## src/hw/rtl/pcl_pkg.sv

```systemverilog
`default_nettype none
package pcl_pkg;

  localparam int DEST_ENTRIES = 16;
  localparam int WAIT_SLOTS   = 64;
  localparam int MAX_OUT      = 64;
  localparam int FQ_DEPTH     = 2;
  localparam int OQ_DEPTH     = 4;

  localparam int DEST_W = $clog2(DEST_ENTRIES);
  localparam int SLOT_W = $clog2(WAIT_SLOTS);
  localparam int FILL_W = $clog2(WAIT_SLOTS + 1);
  localparam int N_W    = $clog2(MAX_OUT + 1);

  localparam logic [15:0] CONN_LIMIT_RESET = 16'd1;
  localparam logic [9:0]  BACKLOG_RESET    = 10'd1000;

  typedef enum logic [1:0] {
    FUNC_REQUEST = 2'd0,
    FUNC_RELEASE = 2'd1,
    FUNC_CANCEL  = 2'd2,
    FUNC_ABANDON = 2'd3
  } func_e;

  typedef enum logic [2:0] {
    V_ADMITTED  = 3'd0,
    V_QUEUED    = 3'd1,
    V_DROPPED   = 3'd2,
    V_RESUMED   = 3'd3,
    V_RELEASED  = 3'd4,
    V_CANCELLED = 3'd5,
    V_TABLEFULL = 3'd6,
    V_NOTFOUND  = 3'd7
  } verdict_e;

  typedef enum logic {
    CFG_CONN_LIMIT = 1'b0,
    CFG_BACKLOG    = 1'b1
  } cfg_idx_e;

  typedef struct packed {
    func_e       func;
    logic [31:0] dest_addr;
    logic [15:0] dest_port;
    logic [15:0] request_tag;
  } in_item_t;

  typedef struct packed {
    verdict_e    verdict;
    logic [15:0] affected_tag;
    logic [15:0] active_now;
    logic [6:0]  waiting_now;
    logic        last;
  } result_t;

  // Classified job handed from the front to the engine.
  typedef struct packed {
    func_e       func;
    logic [47:0] key;
    logic [15:0] tag;
  } job_t;

  typedef struct packed {
    logic [15:0]       tag;
    logic [DEST_W-1:0] dest;
  } waiter_t;

endpackage
`default_nettype wire

```

## src/hw/rtl/per_destination_connection_limiter.sv

```systemverilog
// The engine handles one item at a time. It looks up the key in the 16-entry destination
// table one entry per cycle, stopping at a match; cancel and resume walk the waiter ring
// slot by slot and then trim dead slots at its ends, repeated for each resumed waiter
// (up to 64).
// Reset: asynchronous and active low; it empties both queues, the destination table
// and the waiter ring, and sets the limits to 1 and 1000. No clearing pass is needed.
`default_nettype none
module per_destination_connection_limiter import pcl_pkg::*; (
  input  wire logic        clk_i,
  input  wire logic        rst_ni,
  input  wire logic        push,
  output logic             full,
  input  wire in_item_t    item_i,
  output logic             empty,
  input  wire logic        pop,
  output result_t          result_o,
  input  wire logic        cfg_we_i,
  input  wire logic        cfg_idx_i,
  input  wire logic [15:0] cfg_data_i
);

  // The front queue takes a transfer in every cycle it has room and builds the
  // 48-bit destination key, so the input side keeps taking items while the
  // engine is busy with a long ring walk, until both of its entries are taken.
  logic    fq_empty, fq_pop;
  job_t    job;
  logic    oq_full, oq_push;
  result_t oq_data;

  pcl_front u_front (
    .clk_i   (clk_i),
    .rst_ni  (rst_ni),
    .push    (push),
    .full    (full),
    .item_i  (item_i),
    .pop_i   (fq_pop),
    .empty_o (fq_empty),
    .job_o   (job)
  );

  // The engine looks up the destination, then admits, queues, drops, releases, cancels
  // or resumes waiters by walking the shared waiter ring one slot at a time.
  pcl_engine u_engine (
    .clk_i      (clk_i),
    .rst_ni     (rst_ni),
    .cfg_we_i   (cfg_we_i),
    .cfg_idx_i  (cfg_idx_i),
    .cfg_data_i (cfg_data_i),
    .fq_empty_i (fq_empty),
    .job_i      (job),
    .fq_pop_o   (fq_pop),
    .oq_full_i  (oq_full),
    .oq_push_o  (oq_push),
    .oq_data_o  (oq_data)
  );

  // Results wait here until the consumer pops them; the engine keeps going
  // while results are still waiting, up to the queue depth.
  pcl_outq u_outq (
    .clk_i  (clk_i),
    .rst_ni (rst_ni),
    .push_i (oq_push),
    .data_i (oq_data),
    .full_o (oq_full),
    .pop    (pop),
    .empty  (empty),
    .data_o (result_o)
  );

  a_no_push_when_full: assert property (@(posedge clk_i) disable iff (!rst_ni)
    oq_push |-> !oq_full)
    else $error("engine wrote a result into a full result queue");

  a_no_pop_when_empty: assert property (@(posedge clk_i) disable iff (!rst_ni)
    fq_pop |-> !fq_empty)
    else $error("engine took a job from an empty front queue");

  a_waiting_in_range: assert property (@(posedge clk_i) disable iff (!rst_ni)
    !empty |-> (result_o.waiting_now <= 7'(WAIT_SLOTS)))
    else $error("reported wait queue length exceeds ring size");

endmodule
`default_nettype wire

```

## src/hw/rtl/pcl_front.sv

```systemverilog
`default_nettype none
module pcl_front import pcl_pkg::*; (
  input  wire logic     clk_i,
  input  wire logic     rst_ni,
  input  wire logic     push,
  output logic          full,
  input  wire in_item_t item_i,
  input  wire logic     pop_i,
  output logic          empty_o,
  output job_t          job_o
);

  localparam int AW = $clog2(FQ_DEPTH);
  localparam int CW = $clog2(FQ_DEPTH + 1);

  job_t          mem_q [FQ_DEPTH];
  logic [AW-1:0] wr_q, wr_d, rd_q, rd_d;
  logic [CW-1:0] cnt_q, cnt_d;
  logic          push_ok, pop_ok;
  job_t          job_in;

  // The key is formed here so the engine sees one 48-bit compare value.
  always_comb begin
    job_in.func = item_i.func;
    job_in.key  = {item_i.dest_addr, item_i.dest_port};
    job_in.tag  = item_i.request_tag;
  end

  assign full    = (cnt_q == CW'(FQ_DEPTH));
  assign empty_o = (cnt_q == '0);
  assign push_ok = push && !full;
  assign pop_ok  = pop_i && !empty_o;
  assign job_o   = mem_q[rd_q];

  always_comb begin
    wr_d  = wr_q;
    rd_d  = rd_q;
    cnt_d = cnt_q;
    if (push_ok) begin
      wr_d = (wr_q == AW'(FQ_DEPTH - 1)) ? '0 : wr_q + 1'b1;
    end
    if (pop_ok) begin
      rd_d = (rd_q == AW'(FQ_DEPTH - 1)) ? '0 : rd_q + 1'b1;
    end
    if (push_ok && !pop_ok) begin
      cnt_d = cnt_q + 1'b1;
    end else if (!push_ok && pop_ok) begin
      cnt_d = cnt_q - 1'b1;
    end
  end

  always_ff @(posedge clk_i or negedge rst_ni) begin
    if (!rst_ni) begin
      wr_q  <= '0;
      rd_q  <= '0;
      cnt_q <= '0;
    end else begin
      wr_q  <= wr_d;
      rd_q  <= rd_d;
      cnt_q <= cnt_d;
    end
  end

  always_ff @(posedge clk_i) begin
    if (push_ok) begin
      mem_q[wr_q] <= job_in;
    end
  end

endmodule
`default_nettype wire

```

## src/hw/rtl/pcl_outq.sv

```systemverilog
`default_nettype none
module pcl_outq import pcl_pkg::*; (
  input  wire logic    clk_i,
  input  wire logic    rst_ni,
  input  wire logic    push_i,
  input  wire result_t data_i,
  output logic         full_o,
  input  wire logic    pop,
  output logic         empty,
  output result_t      data_o
);

  localparam int AW = $clog2(OQ_DEPTH);
  localparam int CW = $clog2(OQ_DEPTH + 1);

  result_t       mem_q [OQ_DEPTH];
  logic [AW-1:0] wr_q, wr_d, rd_q, rd_d;
  logic [CW-1:0] cnt_q, cnt_d;
  logic          push_ok, pop_ok;

  assign full_o  = (cnt_q == CW'(OQ_DEPTH));
  assign empty   = (cnt_q == '0);
  assign push_ok = push_i && !full_o;
  assign pop_ok  = pop && !empty;
  assign data_o  = mem_q[rd_q];

  always_comb begin
    wr_d  = wr_q;
    rd_d  = rd_q;
    cnt_d = cnt_q;
    if (push_ok) begin
      wr_d = (wr_q == AW'(OQ_DEPTH - 1)) ? '0 : wr_q + 1'b1;
    end
    if (pop_ok) begin
      rd_d = (rd_q == AW'(OQ_DEPTH - 1)) ? '0 : rd_q + 1'b1;
    end
    if (push_ok && !pop_ok) begin
      cnt_d = cnt_q + 1'b1;
    end else if (!push_ok && pop_ok) begin
      cnt_d = cnt_q - 1'b1;
    end
  end

  always_ff @(posedge clk_i or negedge rst_ni) begin
    if (!rst_ni) begin
      wr_q  <= '0;
      rd_q  <= '0;
      cnt_q <= '0;
    end else begin
      wr_q  <= wr_d;
      rd_q  <= rd_d;
      cnt_q <= cnt_d;
    end
  end

  always_ff @(posedge clk_i) begin
    if (push_ok) begin
      mem_q[wr_q] <= data_i;
    end
  end

endmodule
`default_nettype wire

```

## src/hw/rtl/pcl_engine.sv

```systemverilog
`default_nettype none
module pcl_engine import pcl_pkg::*; (
  input  wire logic        clk_i,
  input  wire logic        rst_ni,
  input  wire logic        cfg_we_i,
  input  wire logic        cfg_idx_i,
  input  wire logic [15:0] cfg_data_i,
  input  wire logic        fq_empty_i,
  input  wire job_t        job_i,
  output logic             fq_pop_o,
  input  wire logic        oq_full_i,
  output logic             oq_push_o,
  output result_t          oq_data_o
);

  typedef enum logic [7:0] {
    S_IDLE  = 8'b0000_0001,
    S_LOOK  = 8'b0000_0010,
    S_DISP  = 8'b0000_0100,
    S_RD    = 8'b0000_1000,
    S_CHK   = 8'b0001_0000,
    S_TRIM  = 8'b0010_0000,
    S_POST  = 8'b0100_0000,
    S_FLUSH = 8'b1000_0000
  } state_e;

  state_e            state_q, state_d;
  logic [15:0]       limit_q, limit_d;
  logic [9:0]        backlog_q, backlog_d;
  job_t              job_q, job_d;
  logic [DEST_W-1:0] scan_q, scan_d, d_q, d_d, free_q, free_d;
  logic              found_q, found_d, free_v_q, free_v_d;
  logic [47:0]       dest_key_q [DEST_ENTRIES];
  logic              dest_valid_q [DEST_ENTRIES];
  logic              dest_valid_d [DEST_ENTRIES];
  logic [15:0]       dest_active_q [DEST_ENTRIES];
  logic [15:0]       dest_active_d [DEST_ENTRIES];
  logic [6:0]        dest_wait_q [DEST_ENTRIES];
  logic [6:0]        dest_wait_d [DEST_ENTRIES];
  logic              key_we;
  logic [WAIT_SLOTS-1:0] live_q, live_d;
  logic [SLOT_W-1:0] head_q, head_d, tail_q, tail_d, pos_q, pos_d;
  logic [FILL_W-1:0] fill_q, fill_d, k_q, k_d;
  logic [N_W-1:0]    n_q, n_d;
  logic [15:0]       wt_q, wt_d;
  result_t           pend_q, pend_d;
  logic              pend_v_q, pend_v_d;
  waiter_t           wmem [WAIT_SLOTS];
  waiter_t           rdata_q, wdata;
  logic              wr_en, rd_en;
  logic              em_v;
  result_t           em;
  logic              can_emit;

  function automatic logic [SLOT_W-1:0] ring_next(input logic [SLOT_W-1:0] i);
    return (i == SLOT_W'(WAIT_SLOTS - 1)) ? '0 : i + 1'b1;
  endfunction

  function automatic logic [SLOT_W-1:0] ring_prev(input logic [SLOT_W-1:0] i);
    return (i == '0) ? SLOT_W'(WAIT_SLOTS - 1) : i - 1'b1;
  endfunction

  assign can_emit = !pend_v_q || !oq_full_i;

  always_comb begin
    logic [DEST_W-1:0] dsel;
    logic [15:0]       act, na, a1;
    logic [6:0]        wt;
    logic              hit;
    logic [N_W-1:0]    n1;

    state_d       = state_q;
    limit_d       = limit_q;
    backlog_d     = backlog_q;
    job_d         = job_q;
    scan_d        = scan_q;
    d_d           = d_q;
    free_d        = free_q;
    found_d       = found_q;
    free_v_d      = free_v_q;
    dest_valid_d  = dest_valid_q;
    dest_active_d = dest_active_q;
    dest_wait_d   = dest_wait_q;
    key_we        = 1'b0;
    live_d        = live_q;
    head_d        = head_q;
    tail_d        = tail_q;
    pos_d         = pos_q;
    fill_d        = fill_q;
    k_d           = k_q;
    n_d           = n_q;
    wt_d          = wt_q;
    pend_d        = pend_q;
    pend_v_d      = pend_v_q;
    wr_en         = 1'b0;
    rd_en         = 1'b0;
    wdata.tag     = job_q.tag;
    wdata.dest    = d_q;
    fq_pop_o      = 1'b0;
    oq_push_o     = 1'b0;
    oq_data_o     = pend_q;
    em_v          = 1'b0;
    em.verdict    = V_RELEASED;
    em.affected_tag = job_q.tag;
    em.active_now = '0;
    em.waiting_now = '0;
    em.last       = 1'b0;
    dsel          = found_q ? d_q : free_q;
    act           = found_q ? dest_active_q[d_q] : 16'd0;
    wt            = found_q ? dest_wait_q[d_q] : 7'd0;
    na            = (act != 16'd0) ? act - 1'b1 : act;
    a1            = (act != 16'hFFFF) ? act + 1'b1 : act;
    hit           = live_q[pos_q] && (rdata_q.dest == d_q) &&
                    ((job_q.func != FUNC_CANCEL) || (rdata_q.tag == job_q.tag));
    n1            = n_q + 1'b1;

    if (cfg_we_i) begin
      if (cfg_idx_i == CFG_CONN_LIMIT) begin
        limit_d = cfg_data_i;
      end else begin
        backlog_d = cfg_data_i[9:0];
      end
    end

    case (state_q)
      S_IDLE: begin
        if (!fq_empty_i) begin
          fq_pop_o = 1'b1;
          job_d    = job_i;
          scan_d   = '0;
          found_d  = 1'b0;
          free_v_d = 1'b0;
          state_d  = S_LOOK;
        end
      end
      S_LOOK: begin
        if (dest_valid_q[scan_q] && (dest_key_q[scan_q] == job_q.key)) begin
          found_d = 1'b1;
          d_d     = scan_q;
          state_d = S_DISP;
        end else begin
          if (!dest_valid_q[scan_q] && !free_v_q) begin
            free_v_d = 1'b1;
            free_d   = scan_q;
          end
          if (scan_q == DEST_W'(DEST_ENTRIES - 1)) begin
            state_d = S_DISP;
          end else begin
            scan_d = scan_q + 1'b1;
          end
        end
      end
      S_DISP: begin
        if (can_emit) begin
          if (job_q.func == FUNC_REQUEST) begin
            state_d = S_FLUSH;
            if (!found_q && !free_v_q) begin
              em_v       = 1'b1;
              em.verdict = V_TABLEFULL;
            end else begin
              d_d = dsel;
              if (!found_q) begin
                key_we             = 1'b1;
                dest_valid_d[dsel] = 1'b1;
                dest_active_d[dsel] = '0;
                dest_wait_d[dsel]  = '0;
              end
              em_v = 1'b1;
              if ((act >= limit_q) && (act != 16'd0)) begin
                em.active_now = act;
                if (({3'b000, wt} >= backlog_q) || (fill_q == FILL_W'(WAIT_SLOTS))) begin
                  em.verdict     = V_DROPPED;
                  em.waiting_now = wt;
                end else begin
                  wr_en              = 1'b1;
                  wdata.dest         = dsel;
                  live_d[tail_q]     = 1'b1;
                  tail_d             = ring_next(tail_q);
                  fill_d             = fill_q + 1'b1;
                  dest_wait_d[dsel]  = wt + 1'b1;
                  em.verdict         = V_QUEUED;
                  em.waiting_now     = wt + 1'b1;
                end
              end else begin
                dest_active_d[dsel] = a1;
                em.verdict          = V_ADMITTED;
                em.active_now       = a1;
                em.waiting_now      = wt;
              end
            end
          end else if (!found_q) begin
            em_v       = 1'b1;
            em.verdict = V_NOTFOUND;
            state_d    = S_FLUSH;
          end else if (job_q.func == FUNC_CANCEL) begin
            pos_d   = head_q;
            k_d     = '0;
            state_d = S_RD;
          end else begin
            dest_active_d[d_q] = na;
            // Abandon, empty queue, or over the limit and still busy: the slot goes back, nobody resumes.
            if ((job_q.func == FUNC_ABANDON) || (wt == 7'd0) ||
                ((act > limit_q) && (na != 16'd0))) begin
              em_v           = 1'b1;
              em.verdict     = V_RELEASED;
              em.active_now  = na;
              em.waiting_now = wt;
              state_d        = S_FLUSH;
            end else begin
              pos_d   = head_q;
              k_d     = '0;
              n_d     = '0;
              state_d = S_RD;
            end
          end
        end
      end
      S_RD: begin
        if (can_emit) begin
          if (k_q == fill_q) begin
            state_d = S_FLUSH;
            if (job_q.func == FUNC_CANCEL) begin
              em_v           = 1'b1;
              em.verdict     = V_NOTFOUND;
              em.active_now  = act;
              em.waiting_now = wt;
            end else begin
              dest_wait_d[d_q] = '0;
              if (n_q == '0) begin
                em_v          = 1'b1;
                em.verdict    = V_RELEASED;
                em.active_now = act;
              end
            end
          end else begin
            rd_en   = 1'b1;
            state_d = S_CHK;
          end
        end
      end
      S_CHK: begin
        if (hit) begin
          live_d[pos_q] = 1'b0;
          wt_d          = rdata_q.tag;
          if (wt != 7'd0) begin
            dest_wait_d[d_q] = wt - 1'b1;
          end
          state_d = S_TRIM;
        end else begin
          pos_d   = ring_next(pos_q);
          k_d     = k_q + 1'b1;
          state_d = S_RD;
        end
      end
      S_TRIM: begin
        if ((fill_q != '0) && !live_q[head_q]) begin
          head_d = ring_next(head_q);
          fill_d = fill_q - 1'b1;
        end else if ((fill_q != '0) && !live_q[ring_prev(tail_q)]) begin
          tail_d = ring_prev(tail_q);
          fill_d = fill_q - 1'b1;
        end else begin
          state_d = S_POST;
        end
      end
      S_POST: begin
        if (can_emit) begin
          em_v           = 1'b1;
          em.waiting_now = wt;
          if (job_q.func == FUNC_CANCEL) begin
            em.verdict    = V_CANCELLED;
            em.active_now = act;
            state_d       = S_FLUSH;
          end else begin
            dest_active_d[d_q] = a1;
            em.verdict         = V_RESUMED;
            em.affected_tag    = wt_q;
            em.active_now      = a1;
            n_d                = n1;
            if ((a1 < limit_q) && (wt != 7'd0) && (n1 < N_W'(MAX_OUT))) begin
              pos_d   = head_q;
              k_d     = '0;
              state_d = S_RD;
            end else begin
              state_d = S_FLUSH;
            end
          end
        end
      end
      S_FLUSH: begin
        if (!oq_full_i) begin
          oq_push_o      = 1'b1;
          oq_data_o.last = 1'b1;
          pend_v_d       = 1'b0;
          state_d        = S_IDLE;
        end
      end
      default: begin
        state_d = S_IDLE;
      end
    endcase

    // A result waits in the pending register until it is known
    // whether it is the final one of its item.
    if (em_v) begin
      if (pend_v_q) begin
        oq_push_o      = 1'b1;
        oq_data_o.last = 1'b0;
      end
      pend_d   = em;
      pend_v_d = 1'b1;
    end
  end

  always_ff @(posedge clk_i or negedge rst_ni) begin
    if (!rst_ni) begin
      state_q   <= S_IDLE;
      limit_q   <= CONN_LIMIT_RESET;
      backlog_q <= BACKLOG_RESET;
      found_q   <= 1'b0;
      free_v_q  <= 1'b0;
      scan_q    <= '0;
      d_q       <= '0;
      free_q    <= '0;
      for (int i = 0; i < DEST_ENTRIES; i++) begin
        dest_valid_q[i]  <= 1'b0;
        dest_active_q[i] <= '0;
        dest_wait_q[i]   <= '0;
      end
      live_q   <= '0;
      head_q   <= '0;
      tail_q   <= '0;
      fill_q   <= '0;
      pos_q    <= '0;
      k_q      <= '0;
      n_q      <= '0;
      pend_v_q <= 1'b0;
    end else begin
      state_q       <= state_d;
      limit_q       <= limit_d;
      backlog_q     <= backlog_d;
      found_q       <= found_d;
      free_v_q      <= free_v_d;
      scan_q        <= scan_d;
      d_q           <= d_d;
      free_q        <= free_d;
      dest_valid_q  <= dest_valid_d;
      dest_active_q <= dest_active_d;
      dest_wait_q   <= dest_wait_d;
      live_q        <= live_d;
      head_q        <= head_d;
      tail_q        <= tail_d;
      fill_q        <= fill_d;
      pos_q         <= pos_d;
      k_q           <= k_d;
      n_q           <= n_d;
      pend_v_q      <= pend_v_d;
    end
  end

  always_ff @(posedge clk_i) begin
    job_q  <= job_d;
    wt_q   <= wt_d;
    pend_q <= pend_d;
    if (key_we) begin
      dest_key_q[d_d] <= job_q.key;
    end
  end

  always_ff @(posedge clk_i) begin
    if (wr_en) begin
      wmem[tail_q] <= wdata;
    end
    if (rd_en) begin
      rdata_q <= wmem[pos_q];
    end
  end

endmodule
`default_nettype wire

```

## config.mk

```make
export PLATFORM = sky130hd
export DESIGN_NAME = per_destination_connection_limiter
export DESIGN_NICKNAME = d
export VERILOG_FILES = /design/src/hw/rtl/pcl_pkg.sv /design/src/hw/rtl/per_destination_connection_limiter.sv /design/src/hw/rtl/pcl_front.sv /design/src/hw/rtl/pcl_outq.sv /design/src/hw/rtl/pcl_engine.sv
export SDC_FILE = /design/constraint.sdc
export NUM_CORES = 2
export LEC_CHECK = 0
export BUFFER_PORTS_ARGS = -buffer_cell sky130_fd_sc_hd__buf_2
export CAP_MARGIN = 30
export CORE_UTILIZATION = 25
export CTS_CLUSTER_DIAMETER = 100
export DETAILED_ROUTE_END_ITERATION = 8
export GPL_ROUTABILITY_DRIVEN = 0
export GPL_TIMING_DRIVEN = 0
export PLACE_DENSITY = 0.36
export SLEW_MARGIN = 10
export SYNTH_ARGS = -nofsm -noshare
export SYNTH_HDL_FRONTEND = slang
export SYNTH_SLANG_ARGS = --single-unit
```

## constraint.sdc

```tcl
create_clock -name clk_i -period 17 [get_ports clk_i]
set_clock_uncertainty 0.15 [all_clocks]
set_input_delay 1.7 -clock clk_i [delete_from_list [all_inputs] [get_ports clk_i]]
set_output_delay 1.7 -clock clk_i [all_outputs]
set_load 0.05 [all_outputs]
```

After elaboration in Yosys (flattened, before gate mapping)

Memory sizes are Yosys's and may differ from the RTL's. A register that Yosys moved wholly into a read port is not among the register bits.
Cells that the tools add are included.

Reductions and logical operators: 80
Multipliers: 0
Divide/modulo/power cells: 0
Mux-type cells: 243
Bitwise gates (word level): 18
Shift operators: 0
Magnitude comparators: 16
Add/sub/neg operators: 21
Equality and inequality tests: 59

Operators by type and width:

| kind                                       | count |
|---|---|
| 256-bit two-way mux                        | 13 |
| 112-bit two-way mux                        | 15 |
| 256-bit bitwise mux                        | 3 |
| 256-bit one-hot mux with 2 select lines    | 1 |
| 64-bit two-way mux                         | 6 |
| 112-bit one-hot mux with 3 select lines    | 1 |
| 256-bit AND                                | 1 |
| 256-bit inverter                           | 1 |
| 112-bit AND                                | 2 |
| 112-bit bitwise mux                        | 2 |
| 112-bit inverter                           | 2 |
| 23-bit two-way mux                         | 9 |
| 7-bit two-way mux                          | 29 |
| 16-bit two-way mux                         | 12 |
| 16-bit demux with 4-bit select             | 2 |
| 8-bit two-way mux                          | 16 |
| 64-bit one-hot mux with 2 select lines     | 1 |
| 6-bit two-way mux                          | 21 |
| 23-bit one-hot mux with 3 select lines     | 1 |
| 64-bit AND                                 | 1 |
| 16-bit binary-select mux with 4-bit select | 1 |
| 64-bit inverter                            | 1 |
| 64-bit bitwise OR                          | 1 |
| 8-bit one-hot mux with 8 select lines      | 1 |
| other kinds (84)                           | 294 |

Input bits: 88
RAM bits: 2,352
Bits in latches: 0
Word-level logic and storage cells: 516
Output and inout bits: 45
ROM bits: 0
Bits in registers: 605
Memories kept: 4

Memories:

| name                | depth | width | read ports | clocked after memory_dff | write ports | line             | text |
|---|---|---|---|---|---|---|---|
| u_engine.wmem       | 64    | 20    | 1          | 1                        | 1           | pcl_engine.sv:48 | `waiter_t wmem [WAIT_SLOTS];` |
| u_engine.dest_key_q | 16    | 48    | 1          | 0                        | 1           | pcl_engine.sv:33 | `logic [47:0] dest_key_q [DEST_ENTRIES];` |
| u_outq.mem_q        | 4     | 43    | 1          | 0                        | 1           | pcl_outq.sv:16   | `result_t mem_q [OQ_DEPTH];` |
| u_front.mem_q       | 2     | 66    | 1          | 1                        | 1           | pcl_front.sv:16  | `job_t mem_q [FQ_DEPTH];` |

Logic depth before layout (Yosys ltp)

Word-level depth: 22
Gate-level depth with buffers: 32
Mapped depth without buffers: 26

Modules after synthesis

Synthesis repeated with hierarchy kept, for this count alone.

Cells, all modules: 7,951
Area, all modules: 126,097.2 µm²

By module, submodules not included:

| module     | sequential area each (µm²) | area each (µm²) | times used | cells each |
|---|---|---|---|---|
| pcl_engine | 79,246.0                   | 114,379.7       | 1          | 7,465 |
| pcl_outq   | 5,340.1                    | 6,645.1         | 1          | 262 |
| pcl_front  | 4,063.9                    | 5,072.4         | 1          | 224 |

Least setup slack after synthesis

No wires, ideal clock.

Path kind: register -> register
Start: reg u_engine.d_q[1]
End: mem u_engine.wmem[0][2] (netlist bit) (data pin)
Data required time: 16.148 ns
Library setup time: 0.702 ns
Path buffers: 6
Data arrival time: 6.687 ns
Clock period less this slack: 7.538 ns
Cell stages (with the launch flop): 23
Setup slack: 9.462 ns
Cell sequence: dfrtp_1 buf_6 buf_8 buf_8 buf_4 buf_2 mux4_2 a22oi_1 nand2_1 nand2_1 inv_1 ha_1 nand4_1 nor2_1 and3_1 a221oi_1 nand2_1 nor3b_1 nor2_1 clkbuf_1 nand3_1 nor2_1 o21ai_0

RTL lines:

| element                | line              | text |
|---|---|---|
| start, declared        | pcl_engine.sv:31  | `logic [DEST_W-1:0] scan_q, scan_d, d_q, d_d, free_q, free_d;` |
| start signal, assigned | pcl_engine.sv:323 | `d_q <= '0;` |
| start signal, assigned | pcl_engine.sv:345 | `d_q <= d_d;` |
| end, declared          | pcl_engine.sv:48  |  |

Final worst setup path

Start: reg u_engine.d_q[3]
End: reg u_engine.pos_q[5]

Cells in the longest elaborated chain, start to end: 12
Elaborated cells on any way between the ends: 32
Classes of those cells: add/sub (2); order compare (2); eq/ne (5); mux (10); bitwise (1); reduce/logical (12)

Ends and longest elaborated chain:

| element                                                                                                                               | line                                 | text |
|---|---|---|
| 4-bit inverter with 5-bit output (implied by the code)                                                                                | pcl_engine.sv:109, pcl_engine.sv:110 |  |
| 16-bit binary-select mux with 4-bit select                                                                                            | pcl_engine.sv:109                    | `act = found_q ? dest_active_q[d_q] : 16'd0;` |
| 16-bit two-way mux (implied by the code) (2 in a row)                                                                                 | pcl_engine.sv:109                    |  |
| 16-bit two-way mux                                                                                                                    | pcl_engine.sv:109                    |  |
| 16-bit by 1-bit adder with 16-bit output (tied with other cells)                                                                      | pcl_engine.sv:112                    | `a1 = (act != 16'hFFFF) ? act + 1'b1 : act;` |
| 16-bit two-way mux (on tied branches)                                                                                                 | pcl_engine.sv:112, pcl_engine.sv:111 |  |
| 16-bit less-than comparator / 16-bit nonzero test (equally long branches)                                                             | pcl_engine.sv:280, pcl_engine.sv:203 |  |
| 1-bit logical AND (on tied branches)                                                                                                  | pcl_engine.sv:280, pcl_engine.sv:203 |  |
| 1-bit logical AND / 1-bit logical OR (equally long branches)                                                                          | pcl_engine.sv:280, pcl_engine.sv:202 |  |
| 2-bit by 1-bit inequality test with 1-bit output (no line) / 3-bit by 2-bit inequality test with 1-bit output (equally long branches) | n/a                                  |  |
| 9-bit AND reduction (no line) *                                                                                                       | n/a                                  |  |
| end signal, assigned                                                                                                                  | pcl_engine.sv:354                    | `pos_q <= pos_d;` |
| end, declared                                                                                                                         | pcl_engine.sv:42                     | `logic [SLOT_W-1:0] head_q, head_d, tail_q, tail_d, pos_q, pos_d;` |

Every way passes the cells marked *; elsewhere a longest branch is shown, timed or not. The select of a mux whose other input is x is not followed.
A chain may end at the register's enable or synchronous reset.

==> results by group <==
Timing
  – Setup tns final: 0 ns
  – Post-layout min period: 10.75 ns
  – Final Hold Viols: 0
  – Fmax achieved: 93.0 MHz
  – Final slew viol count: 0
  – Worst-Margin Slew: 1.23 ns
  – Hold Slack: 0.293 ns
  – RSZ-0062 raised after global routing: false
  – Slew headroom: 17.4%
  – Tcrit/Tclk final: 63.3%
  – Final setup viols: 0

Place
  – Placed wire-length estimate: 424,000 um
  – Port bufs: 132

Yosys
  – Mean Syn Cell Area: 15.2 um2
  – Netlist cell types: 84
  – YS warnings: 0
  – Ys flop type: edfxtp_1
  – Post-synthesis sequential area ratio: 69.3%
  – Synthesized Nets: 8,541
  – EDFF count, synth: 2,496
  – Post-synth ARST share: 18.0%
  – Mapped Cells: 8,388
  – Mapped cell area: 0.128 mm2
  – Seq cells post-synth: 3,043

Min path
  – Worst hold-check path type: reg -> reg
  – Hold Crit Depth: 0

Power and ir drop
  – Int Pwr: 14.1 mW
  – Worst vdd rail ir drop: 81.5 uV
  – Total net switching power: 5.52 mW
  – Sw frac: 28.1%
  – Clk pwr share: 39.1%
  – Lkg Pwr: 50.2 nW
  – Sequential share of power: 46.1%
  – Pwr/cell area: 126 mW/mm2
  – Comb power frac: 14.8%

Die
  – I/O Pins: 133
  – Die area: 0.514 mm2
  – Starting Density: 25.1%
  – # rows: 262
  – Die Y-Extent: 717 um
  – Core Area: 0.509 mm2
  – Die Wd: 717 um

Finish
  – Most common cell after layout, fill and taps aside: edfxtp_1
  – Layout Nets: 9,414
  – Most frequent cells in the layout: edfxtp_1 (2,496), o21ai_0 (612), nand2_1 (579)
  – Finished Core Util: 30.6%
  – Share of post-route cells with drive strength above 1: 19.4%
  – Multi-input gate area: 0.0373 mm2
  – Area Growth Syn to Fin: 21.9%
  – Fillcell total: 50,369
  – Flip-flop and latch area: 0.0887 mm2

Drt
  – DR DRC count: 2
  – Antenna Nets Post-Route: 0
  – Wirelength per Cell: 36.0 um
  – Drt total wl: 587,000 um
  – 1st-pass router iterations: 9
  – Detailed Route Iter0 Violations: 12,108
  – DR vias/cell: 5.46
  – Vias: 89,018

Global routing
  – Global Route Usage Sum: 22.1%
  – Total grt overflow: 0
  – First-pass GRT wire length: 781,000 um
  – Largest net degree at the start of global routing: 90
  – Antenna violations before repair: 53
  – Vias in the first global route: 86,394

Clock network
  – CTS clk-pin slew, worst paths: 0.06 ns
  – TritonCTS clock tree: built
  – Number of buffers on the longest clock path: 4
  – CTS Sinks: 3,043
  – CTS resizes: 0
  – Hold-fix buffers, CTS: 0
  – H-tree levels: 5
  – Inserted Clock Buffers: 364
  – Clk root buf: clkbuf_16
  – Clk_lat worst skew: 1.02 ns
  – Setup Buffers After CTS: 0

Setup path
  – Maximum fanout along the worst path: 11
  – Critical-path top delay cell: clkbuf_1
  – Worst endpoint required time: 17.67 ns
  – Max stage delay on crit path: 0.77 ns
  – Crit Path Class: reg -> reg
  – Most numerous cell on the critical path: a21o_1
  – Crit path DAT: 11.43 ns
  – Crit. End Element: flop
  – Element type at the critical path start: flop
  – R2R cell count: 32

Job
  – Max Cap Viol: 0

Status
  – Status: finished, violations left
  – Failing checks: design-rule violations
[sequential cells by signal, indices dropped and copies added (netlist names), 7 cells and up]
signal,cells
u_engine.state_q,8
u_engine.job_q,66
u_engine.n_q,7
u_engine.wt_q,16
u_engine.oq_data_o,42
u_engine.live_q,64
u_engine.k_q,7
u_engine.dest_valid_q,16
u_engine.dest_wait_q,112
u_engine.rdata_q,20
u_engine.backlog_q,10
u_engine.wmem,1280
u_engine.dest_active_q,256
u_front.mem_q,132
u_engine.dest_key_q,768
u_outq.mem_q,172
u_engine.limit_q,16
u_engine.fill_q,7
[through the flow]
step / instance area [um2] / cells / setup WS, ns / power [mW]
final: 156000 / 16307 / 6.25 / 19.7
after global routing: 156000 / 16294 / 6.14 / 20.3
after CTS: 155000 / 16256 / 6.18 / 19.9
after detailed placement: 144000 / 15595 / 6.21 / 12.2
after global placement: 137000 / 15252 / 0.785 / 11.9
after floorplan: 128000 / 8388 / 9.46 / 10.6
[power groups by stage]
stage                     registers [mW]  clock network (mW)  logic, mW
final                               9.08                7.69       2.91
after floorplan                     9.20                   0       1.36
after global routing                9.11                8.09       3.07
after detailed placement            9.23                   0       2.95
after global placement              9.57                   0       2.32
after CTS                           9.08                7.82       2.96
[synth_stat cells (all sizes together) (104+ instances only)]
library cell | number | area share [%]
edfxtp | 2496 | 59
o21ai | 655 | 2.6
nand2 | 579 | 1.7
dfrtp | 539 | 11
a22oi | 528 | 3.1
clkbuf | 440 | 1.3
mux4 | 408 | 7.2
nor2 | 291 | 0.85
a22o | 260 | 1.8
nand3 | 237 | 0.93
a21oi | 184 | 0.73
a31oi | 162 | 0.80
o22ai | 161 | 0.79
a221oi | 154 | 1.1
buf | 133 | 0.49
mux2i | 109 | 0.85
inv | 106 | 0.31
a222oi | 104 | 0.81
[worst max-delay path: cells and delay by family, from the launching register on]
family | cells | cell delay (ns)
xor+xnor | 1 | 0.73
fa+ha+maj | 2 | 0.62
simple gates | 8 | 2.35
flops | 1 | 0.31
compound gates | 12 | 2.68
buf+inv | 9 | 3.66
[path summary, 6_finish.rpt]
kind / slack (ns) / endpoint / start
setup reg to reg: 6.25 / u_engine.pos_q[5]$_DFFE_PN0P_ / u_engine.d_q[3]$_DFF_PN0_
hold / removal: 0.29 / u_outq.mem_q[0][26]$_DFFE_PP_ / u_engine.oq_data_o[26]$_DFFE_PP_
min in group asynchronous: 0.46 / u_engine.dest_active_q[17]$_DFFE_PN0P_ / rst_ni
max in group asynchronous: 13.88 / u_engine.live_q[30]$_DFFE_PN0P_ / rst_ni
setup / recovery: 6.25 / u_engine.pos_q[5]$_DFFE_PN0P_ / u_engine.d_q[3]$_DFF_PN0_
hold reg to reg: 0.29 / u_outq.mem_q[0][26]$_DFFE_PP_ / u_engine.oq_data_o[26]$_DFFE_PP_
[per-layer routing]
metal,global-route usage (%),vias up,wire length [um]
met5,0,-,52
met4,7.12,8,21700
met3,4.02,932,44800
met2,35.7,4721,272000
met1,30.0,47471,248000
li1,-,35886,-
[kinds of logic after synthesis]
kind of cell | Yosys count | share of synthesized area, %
muxes | 617 | 8.93
buffers and inverters | 681 | 2.10
DFF | 3043 | 69.3
and+or+nand+nor | 1476 | 5.35
adders and majority gates | 65 | 0.648
AOI/OAI and AO/OA | 2381 | 12.8
xor gates and xnor gates | 125 | 0.868
[layout make-up]
class | count | share of cell area (%)
repair buffers | 507 | 4.50
diodes | 19 | 0.0305
multi-input cells | 4664 | 24.0
clock inverters | 198 | 1.12
clock buffers | 463 | 6.27
inverters | 108 | 0.263
plain buffers | 573 | 1.56
flip-flops and latches | 3043 | 56.9
well taps | 6732 | 5.41
Note: power is estimated with default switching activity, not from simulation.
